<file path="src/rtl/mtws_pkg.sv">
// Shared constants, types and index helpers for the mutex table with wait slots.
// Used by mtws_ffs and the core; depends on nothing.
package mtws_pkg;

	localparam int NUM_MUTEXES = 128;
	localparam int WAIT_SLOTS  = 8;
	localparam int PID_BITS    = 8;

	// fixed field widths of the request and result ports
	localparam int OPC_W    = 2;
	localparam int IDX_W    = 7;
	localparam int IN_PID_W = 8;
	localparam int STATUS_W = 3;

	localparam int MIDX_W  = (NUM_MUTEXES > 1) ? $clog2(NUM_MUTEXES) : 1;
	localparam int SLOT_W  = (WAIT_SLOTS > 1) ? $clog2(WAIT_SLOTS) : 1;
	localparam int FF_PW   = ($clog2(WAIT_SLOTS) > 3) ? $clog2(WAIT_SLOTS) : 3;
	localparam int FF_W    = 1 << FF_PW;
	localparam int NCHUNK  = (NUM_MUTEXES + FF_W - 1) / FF_W;
	localparam int CH_W    = (NCHUNK > 1) ? $clog2(NCHUNK) : 1;
	localparam int ROW_W   = WAIT_SLOTS + 1;
	localparam int WADDR_W = MIDX_W + SLOT_W;
	localparam int EXT_W   = IDX_W + MIDX_W + 1;
	localparam int PEXT_W  = PID_BITS + IN_PID_W;

	typedef enum logic [OPC_W-1:0] {
		OP_CREATE = 2'd0,
		OP_LOCK   = 2'd1,
		OP_UNLOCK = 2'd2,
		OP_CLOSE  = 2'd3
	} opcode_t;

	typedef enum logic [STATUS_W-1:0] {
		ST_OK          = 3'd0,
		ST_QUEUED      = 3'd1,
		ST_INVALID     = 3'd2,
		ST_TABLE_FULL  = 3'd3,
		ST_WAIT_FULL   = 3'd4,
		ST_NOT_CREATOR = 3'd5
	} status_t;

	typedef struct packed {
		logic             found;
		logic [FF_PW-1:0] pos;
	} ffs_res_t;

	function automatic logic in_range(input logic [IDX_W-1:0] idx);
		logic [EXT_W-1:0] t;
		t = EXT_W'(idx);
		return t < EXT_W'(NUM_MUTEXES);
	endfunction

	function automatic logic [MIDX_W-1:0] to_midx(input logic [IDX_W-1:0] idx);
		logic [EXT_W-1:0] t;
		t = EXT_W'(idx);
		return t[MIDX_W-1:0];
	endfunction

	function automatic logic [IDX_W-1:0] idx_out(input logic [MIDX_W-1:0] a);
		logic [EXT_W-1:0] t;
		t = EXT_W'(a);
		return t[IDX_W-1:0];
	endfunction

	function automatic logic [PID_BITS-1:0] pid_in(input logic [IN_PID_W-1:0] p);
		logic [PEXT_W-1:0] t;
		t = PEXT_W'(p);
		return t[PID_BITS-1:0];
	endfunction

	function automatic logic [IN_PID_W-1:0] pid_out(input logic [PID_BITS-1:0] p);
		logic [PEXT_W-1:0] t;
		t = PEXT_W'(p);
		return t[IN_PID_W-1:0];
	endfunction

endpackage

</file>
<file path="src/rtl/mtws_ffs.sv">
// Shared find-first-set unit: lowest set bit of one scan word.
// Depends on mtws_pkg.
module mtws_ffs (
	input  logic [mtws_pkg::FF_W-1:0] vec,
	output mtws_pkg::ffs_res_t        res
);

	always_comb begin
		res = '0;
		for (int i = mtws_pkg::FF_W - 1; i >= 0; i--) begin
			if (vec[i]) begin
				res.found = 1'b1;
				res.pos   = mtws_pkg::FF_PW'(i);
			end
		end
	end

endmodule

</file>
<file path="config.mk">
export PLATFORM = sky130hd
export DESIGN_NAME = mtws_ffs
export DESIGN_NICKNAME = d
export VERILOG_FILES = /design/src/rtl/mtws_pkg.sv /design/src/rtl/mtws_ffs.sv
export SDC_FILE = /design/constraint.sdc
export NUM_CORES = 1
export LEC_CHECK = 0
export ABC_AREA = 0
export ABC_CLOCK_PERIOD_IN_PS = 800
export BUFFER_PORTS_ARGS = -buffer_cell sky130_fd_sc_hd__clkbuf_2
export CORE_AREA = 8 8 45 47
export DETAILED_ROUTE_END_ITERATION = 10
export DIE_AREA = 0 0 53 55
export PLACE_DENSITY = 0.3
export SLEW_MARGIN = 0
export SYNTH_ARGS = -nofsm -noshare
export SYNTH_HDL_FRONTEND = slang
export SYNTH_SLANG_ARGS = --single-unit
</file>
<file path="constraint.sdc">
create_clock -name vclk -period 0.8
set_input_delay 0.04 -clock vclk [all_inputs]
set_output_delay 0.04 -clock vclk [all_outputs]
set_load 0.02 [all_outputs]
</file>
Yosys cells after proc, flatten, opt, wreduce, memory -nomap -nowiden
Cells that the tools add are included.
{"block": "totals", "wordCells": 8, "ff_bits": 0, "output_inout_bits": 4, "inputBits": 8}
{"block": "classes", "mux": 8}
{"operator": "two-way mux 4 bit", "count": 8}

Logic depth before layout (Yosys ltp)
Gate-level depths: netlist (run 1).
{"block": "logic_depth", "word_depth": 8, "depth_mapped": 3, "depth_no_buf": 3}

Worst setup path after synthesis (run 1)
Ideal clock, no wire load.
{"block": "synth_timing", "path_kind": "input port to output port", "from": "input port vec[0] in the netlist's numbering", "to": "output port res[0] in the netlist's numbering", "setup_slack_ns": -0.108, "arrival_ns": 0.868, "n_path_buf": 0, "stages": 1, "cell_sequence": "o41ai_1"}
{"block": "synth_via", "elab_chain_len": 1}
{"element": "start: declaration", "line": "mtws_ffs.sv:4", "text": "input logic [mtws_pkg::FF_W-1:0] vec,"}
{"element": "two-way mux 4 bit", "line": "mtws_ffs.sv:11", "text": "if (vec[i]) begin"}
{"element": "end: declaration", "line": "mtws_ffs.sv:5", "text": "output mtws_pkg::ffs_res_t res"}
Every way passes these cells.

==> reports/qor.txt, run 1 <==
Outcome: finished with violations
Violated checks: negative setup slack
Die outline width: 53 um
Iteration-0 DRC count of the detailed router: 1
Largest family of logic cells by synthesized area: simple AND/OR/NAND/NOR gates
Input/output buffers: 12
Distinct cell type count after synthesis: 10
Detailed-route via count: 146
Number of top-level pins: 12
Number of global-route vias before repair: 156
Worst min path class: in -> out
Unrepaired setup endpoints after global routing: yes
Core Footprint: 1384 sq um
DIE AREA: 2915 sq um
Post-route antenna net violation count: 0
Layout clock buffer count: 0
DIE HEIGHT: 55 um
Ratio of cells with drive above 1 in the final layout: 57.69%
Average routed wire per standard cell: 10.74 um
Slew headroom: 82.09%
Type of element launching the critical path: input pin
Sequential-to-total area share from yosys stat: 0%
Synth top area cells: sky130_fd_sc_hd__nor2_1 18%, sky130_fd_sc_hd__nor4_2 15%, sky130_fd_sc_hd__a21oi_1 12%
Number of buffers inserted to repair setup after CTS: 0
Critical Setup Path Class: in -> out
Mapped cell area: 82.58 sq um
Highest fanout seen on the critical path: 3
Antenna violations before repair: 0
Post-Route Utilization: 14.92%
Area used by multi-input combinational logic: 97.59 sq um
Storage cell area: 0 sq um
# DRC: 0
Worst Setup End Kind: output pin
Cell row count: 14
Data arrival time of the worst path: 0.78 ns
Slew at the pin with the worst max-slew slack: 0.2658 ns
Peak Freq: 1221 MHz
Sequential cell count of the final layout: 0
Library cell contributing the largest single delay on the critical path: sky130_fd_sc_hd__nor4_4
Ranking of synthesized cells by instance count: 4 x sky130_fd_sc_hd__nor2_1, 2 x sky130_fd_sc_hd__a21oi_1
Most frequent cell after synthesis: sky130_fd_sc_hd__nor2_1
Overflow left after global routing: 0
Leakage power: 0.00009345 uW
GP Congestion: 0.6204
Placed wire-length estimate: 421.6 um
Part of the cycle the worst path needs: 102.4%
GRT Total Usage: 3.052%
Final setup slack of the worst path: -0.01934 ns
Final routed wirelength across all metal layers: 451 um
Synth Instances: 14
Post-synth top area share: 18.18%
Max-cap check violation count: 0
Synthesized-area fraction occupied by and/or/nand/nor cells: 57.58%
Most area-hungry cell type in the Yosys netlist: sky130_fd_sc_hd__nor2_1
Shortest period the worst path allows: 0.8193 ns
Share of synthesized cell area in full adder, half adder and majority cells: 0%
Total power density per cell area: 474.3 nW/um^2
Post-synthesis compound-gate area fraction: 37.88%
Mean post-synth cell area: 5.898 sq um
Number of max-slew violations in the final report: 0
Diode count: 0
Final Hold Violating Endpoints: 0
Iteration count of the initial detailed-routing pass: 2
Multiplexer share of the synthesized area: 0%
Net count after synthesis: 22
Final number of setup-violating endpoints: 1
Filler instances: 168
Layout area overhead: 150.0%
Wire length of the first global-routing pass: 731 um
Xor-xnor portion of the synthesized cell area: 0%
Number of nets in the final layout: 36
Maximum number of pins on one net before global-route repair: 5
Maximum vdd drop: 0.0001062 V
Biggest cell delay along the critical path: 0.28 ns
Count of hold-fix buffers inserted at cts: 0
Vias per Instance: 3.476
Yosys warning total: 0
Critical Path RT: 0.76 ns
Cells along the critical path: buf_8, nor4_4, and3b_1, buf_6
Setup total negative slack: -0.01934 ns
Effective utilization at floorplan: 5.967%
==> layout by cell type, fill, tap and decap left out <==
master and n:
sky130_fd_sc_hd__clkbuf_2 8, sky130_fd_sc_hd__nor2_1 3, sky130_fd_sc_hd__a21oi_1 2, sky130_fd_sc_hd__buf_6 2, sky130_fd_sc_hd__nor4_4 1, sky130_fd_sc_hd__nor2_2 1, sky130_fd_sc_hd__and3b_1 1, sky130_fd_sc_hd__o21ai_0 1
sky130_fd_sc_hd__a21boi_0 1, sky130_fd_sc_hd__inv_1 1, sky130_fd_sc_hd__nor2b_1 1, sky130_fd_sc_hd__o41ai_2 1, sky130_fd_sc_hd__nand3_1 1, sky130_fd_sc_hd__buf_8 1, sky130_fd_sc_hd__buf_4 1
==> worst max-delay path, delay by kind of cell <==
kind | cells | cell delay (ns)
buffers and inverters | 2 | 0.23
and+or+nand+nor | 2 | 0.51
==> routing by layer <==
layer | global-route usage (%) | wire, um | up-vias
met1 | 4.525 | 237 | 59
li1 | - | - | 76
met5 | 0 | 0 | -
met2 | 3.320 | 125 | 11
met3 | 2.406 | 88 | 0
met4 | 0 | 0 | 0
==> area by class of cell <==
| class | count | share of cell area [%] |
|---|---|---|
| Multi-Input combinational cell | 13 | 47.27 |
| Timing Repair Buffer | 12 | 41.21 |
| Tap cell | 16 | 9.697 |
| Inverter | 1 | 1.818 |
==> kinds of logic after synthesis <==
| kind of cell | after synthesis |
|---|---|
| AND/OR/NAND/NOR | 8 |
| AO/OA/AOI/OAI | 5 |
| buffers and inverters | 1 |
==> final timing paths <==
check             slack, ns  endpoint  cells past startpoint   start
hold / removal         0.39    res[0]                      3  vec[4]
setup / recovery      -0.02    res[2]                      4  vec[4]
==> where the power goes <==
part / switching [uW] / internal (uW)
registers: 0 / 0
logic: 50.6 / 47.3
clock network: 0 / 0
total: 50.6 / 47.3
==> what timing repair did <==
action,4_1_cts,5_1_grt
pin swaps,0,1
endpoints found under the setup margin,1,4
gates cloned,0,0
gates resized for setup,1,13
==> stage by stage <==
stage	hold WS, ns	cells	cell area, sq um	total power (uW)	setup slack (ns)
after detailed placement	0.4206	42	170.2	79.96	-0.07063
after global routing	0.4041	42	206.4	107.8	-0.04676
after global placement	0.4290	42	170.2	79.77	-0.06400
after CTS	0.4224	42	178.9	85.22	-0.05758
final	0.3930	42	206.4	97.92	-0.01934
after floorplan	0.1791	14	90.09	35.62	0.05439
Note: power is estimated with default switching activity, not from simulation.
==> inputs of run 2 (changes only) <==
==> constraint.sdc (replaced) <==
create_clock -name vclk -period 0.8
set_input_delay 0.12 -clock vclk [all_inputs]
set_output_delay 0.12 -clock vclk [all_outputs]
set_load 0.02 [all_outputs]
==> run 2 against run 1 <==
Compared with the run above: the run still ends with negative setup slack left; core utilization grew 3.5 points; clock-buffer cell count is the same; combinational power grew 25%; global-route usage grew 0.054 points; worst hold slack gained 0.18 ns; largest power group unchanged; highest routed layer unchanged.
==> reports/qor.txt, run 2 (same netlist as run 1, synthesis figures left out) <==
Biggest cell delay along the critical path: 0.27 ns (about the same)
Antenna violations before repair: 0 (unchanged)
Violated checks: negative setup slack
Iteration count of the initial detailed-routing pass: 4 (+2)
Leakage power: 0.0001106 uW (+18%)
Maximum vdd drop: 0.0001539 V (+45%)
Final number of setup-violating endpoints: 4 (+3)
Final setup slack of the worst path: -0.1791 ns (-0.1598 ns)
Worst Setup End Kind: output pin
Diode count: 0 (unchanged)
Ratio of cells with drive above 1 in the final layout: 66.67% (+9.0 points)
Layout area overhead: 209.1%
Number of nets in the final layout: 37 (+2.8%)
Part of the cycle the worst path needs: 122.4% (+20 points)
DIE HEIGHT: 55 um (unchanged)
Highest fanout seen on the critical path: 2 (-1)
Number of max-slew violations in the final report: 0 (unchanged)
Storage cell area: 0 sq um (unchanged)
Post-Route Utilization: 18.44% (+3.5 points)
DIE AREA: 2915 sq um (unchanged)
Slew headroom: 82.13% (about the same)
Non-Filler Cell Area, Final: 255.2 sq um (+24%)
GP Congestion: 0.6385 (+2.9%)
Final Hold Violating Endpoints: 0 (unchanged)
Shortest period the worst path allows: 0.9791 ns (+0.1598 ns)
Data arrival time of the worst path: 0.86 ns (+0.08 ns)
Average routed wire per standard cell: 12.05 um (+12%)
Unrepaired setup endpoints after global routing: yes
Vias per Instance: 3.581 (+3.0%)
Total power density per cell area: 476.4 nW/um^2 (+0.45%)
Final routed wirelength across all metal layers: 518 um (+15%)
Layout clock buffer count: 0 (unchanged)
Iteration-0 DRC count of the detailed router: 2 (+1)
Number of global-route vias before repair: 159 (+1.9%)
Die outline width: 53 um (unchanged)
Leading cell type in the layout, fill and taps excluded: sky130_fd_sc_hd__clkbuf_8
Cells along the critical path: buf_8, nor4_4, and3b_1, clkbuf_8
Library cell contributing the largest single delay on the critical path: sky130_fd_sc_hd__nor4_4
# DRC: 0 (unchanged)
Post-route antenna net violation count: 0 (unchanged)
Effective utilization at floorplan: 5.967% (unchanged)
Slew at the pin with the worst max-slew slack: 0.2651 ns (-0.0006407 ns)
Number of top-level pins: 12 (unchanged)
Critical Path RT: 0.68 ns (-0.08 ns)
Peak Freq: 1021 MHz (-16%)
Post-layout instance count excluding filler cells: 43 (+2.4%)
Commonest cells after routing, fill and taps aside: 4 x sky130_fd_sc_hd__clkbuf_8, 3 x sky130_fd_sc_hd__nor2_1, 3 x sky130_fd_sc_hd__clkbuf_2, 3 x sky130_fd_sc_hd__buf_4
Cell area after placement: 170.2 sq um (unchanged)
GRT Total Usage: 3.106% (+0.054 points)
Placed wire-length estimate: 383.9 um (-8.9%)
Core Footprint: 1384 sq um (unchanged)
Detailed-route via count: 154 (+5.5%)
Input/output buffers: 12 (unchanged)
Overflow left after global routing: 0 (unchanged)
Maximum number of pins on one net before global-route repair: 5 (unchanged)
Critical Setup Path Class: in -> out
Cell count after placement: 42 (unchanged)
Wire length of the first global-routing pass: 731 um (unchanged)
Worst min path class: in -> out
Sequential cell count of the final layout: 0 (unchanged)
Count of hold-fix buffers inserted at cts: 0 (unchanged)
Max-cap check violation count: 0 (unchanged)
Outcome: finished with violations
Cell row count: 14 (unchanged)
Type of element launching the critical path: input pin
-- run 2: changes by cell type in the layout (fill, tap and decap cells not counted), sizes merged --
cell	before	now
buf	4	6
clkbuf	8	7
-- run 2: what timing repair did --
item | CTS | global route
cloned | 0 | 0
resized for setup | 11 | 12
setup buffers | 0 | 1
pin swaps | 3 | 2
setup endpoints to repair | 4 | 4
-- run 2: cell type report --
cell class | instances | area (sq um)
Fill cell | 159 | 1129
Multi-Input combinational cell | 13 | 101.3
Tap cell | 16 | 20.02
Timing Repair Buffer | 13 | 130.1
Inverter | 1 | 3.754
-- run 2: path summary, 6_finish.rpt --
| path | end | cells after the start | from | slack, ns |
|---|---|---|---|---|
| min | res[3] | 4 | vec[5] | 0.57 |
| max | res[2] | 4 | vec[5] | -0.18 |
-- run 2: where the power goes --
group	leakage [uW]	total (uW)	internal, uW	switching (uW)
clock network	0	0	0	0
logic	0.000111	122	65.9	55.7
registers	0	0	0	0
-- run 2: routing by layer --
layer  part of all wire, %  wire, um  global-route usage [%]  vias up
li1                      -         -                       -       79
met1                    50       260                   4.525       64
met2                    35       180                   3.516       11
met3                    15        77                   2.406        0
met4                     0         0                       0        0
met5                     0         0                       0        -
-- run 2: worst max-delay path, delay by kind of cell --
kind / cells / cell delay, ns
and+or+nand+nor: 2 / 0.49
buffers and inverters: 2 / 0.25
-- run 2: per-stage QoR --
step | power [uW] | setup slack, ns | hold slack (ns) | TNS (ns)
floorplan | 36.22 | -0.01284 | 0.3391 | -0.01284
global placement | 81.51 | -0.2193 | 0.5926 | -0.6158
detailed placement | 79.73 | -0.2024 | 0.5830 | -0.5608
CTS | 107.4 | -0.1992 | 0.5848 | -0.4782
global route | 128.8 | -0.2045 | 0.5777 | -0.6429
finish | 121.6 | -0.1791 | 0.5699 | -0.5161
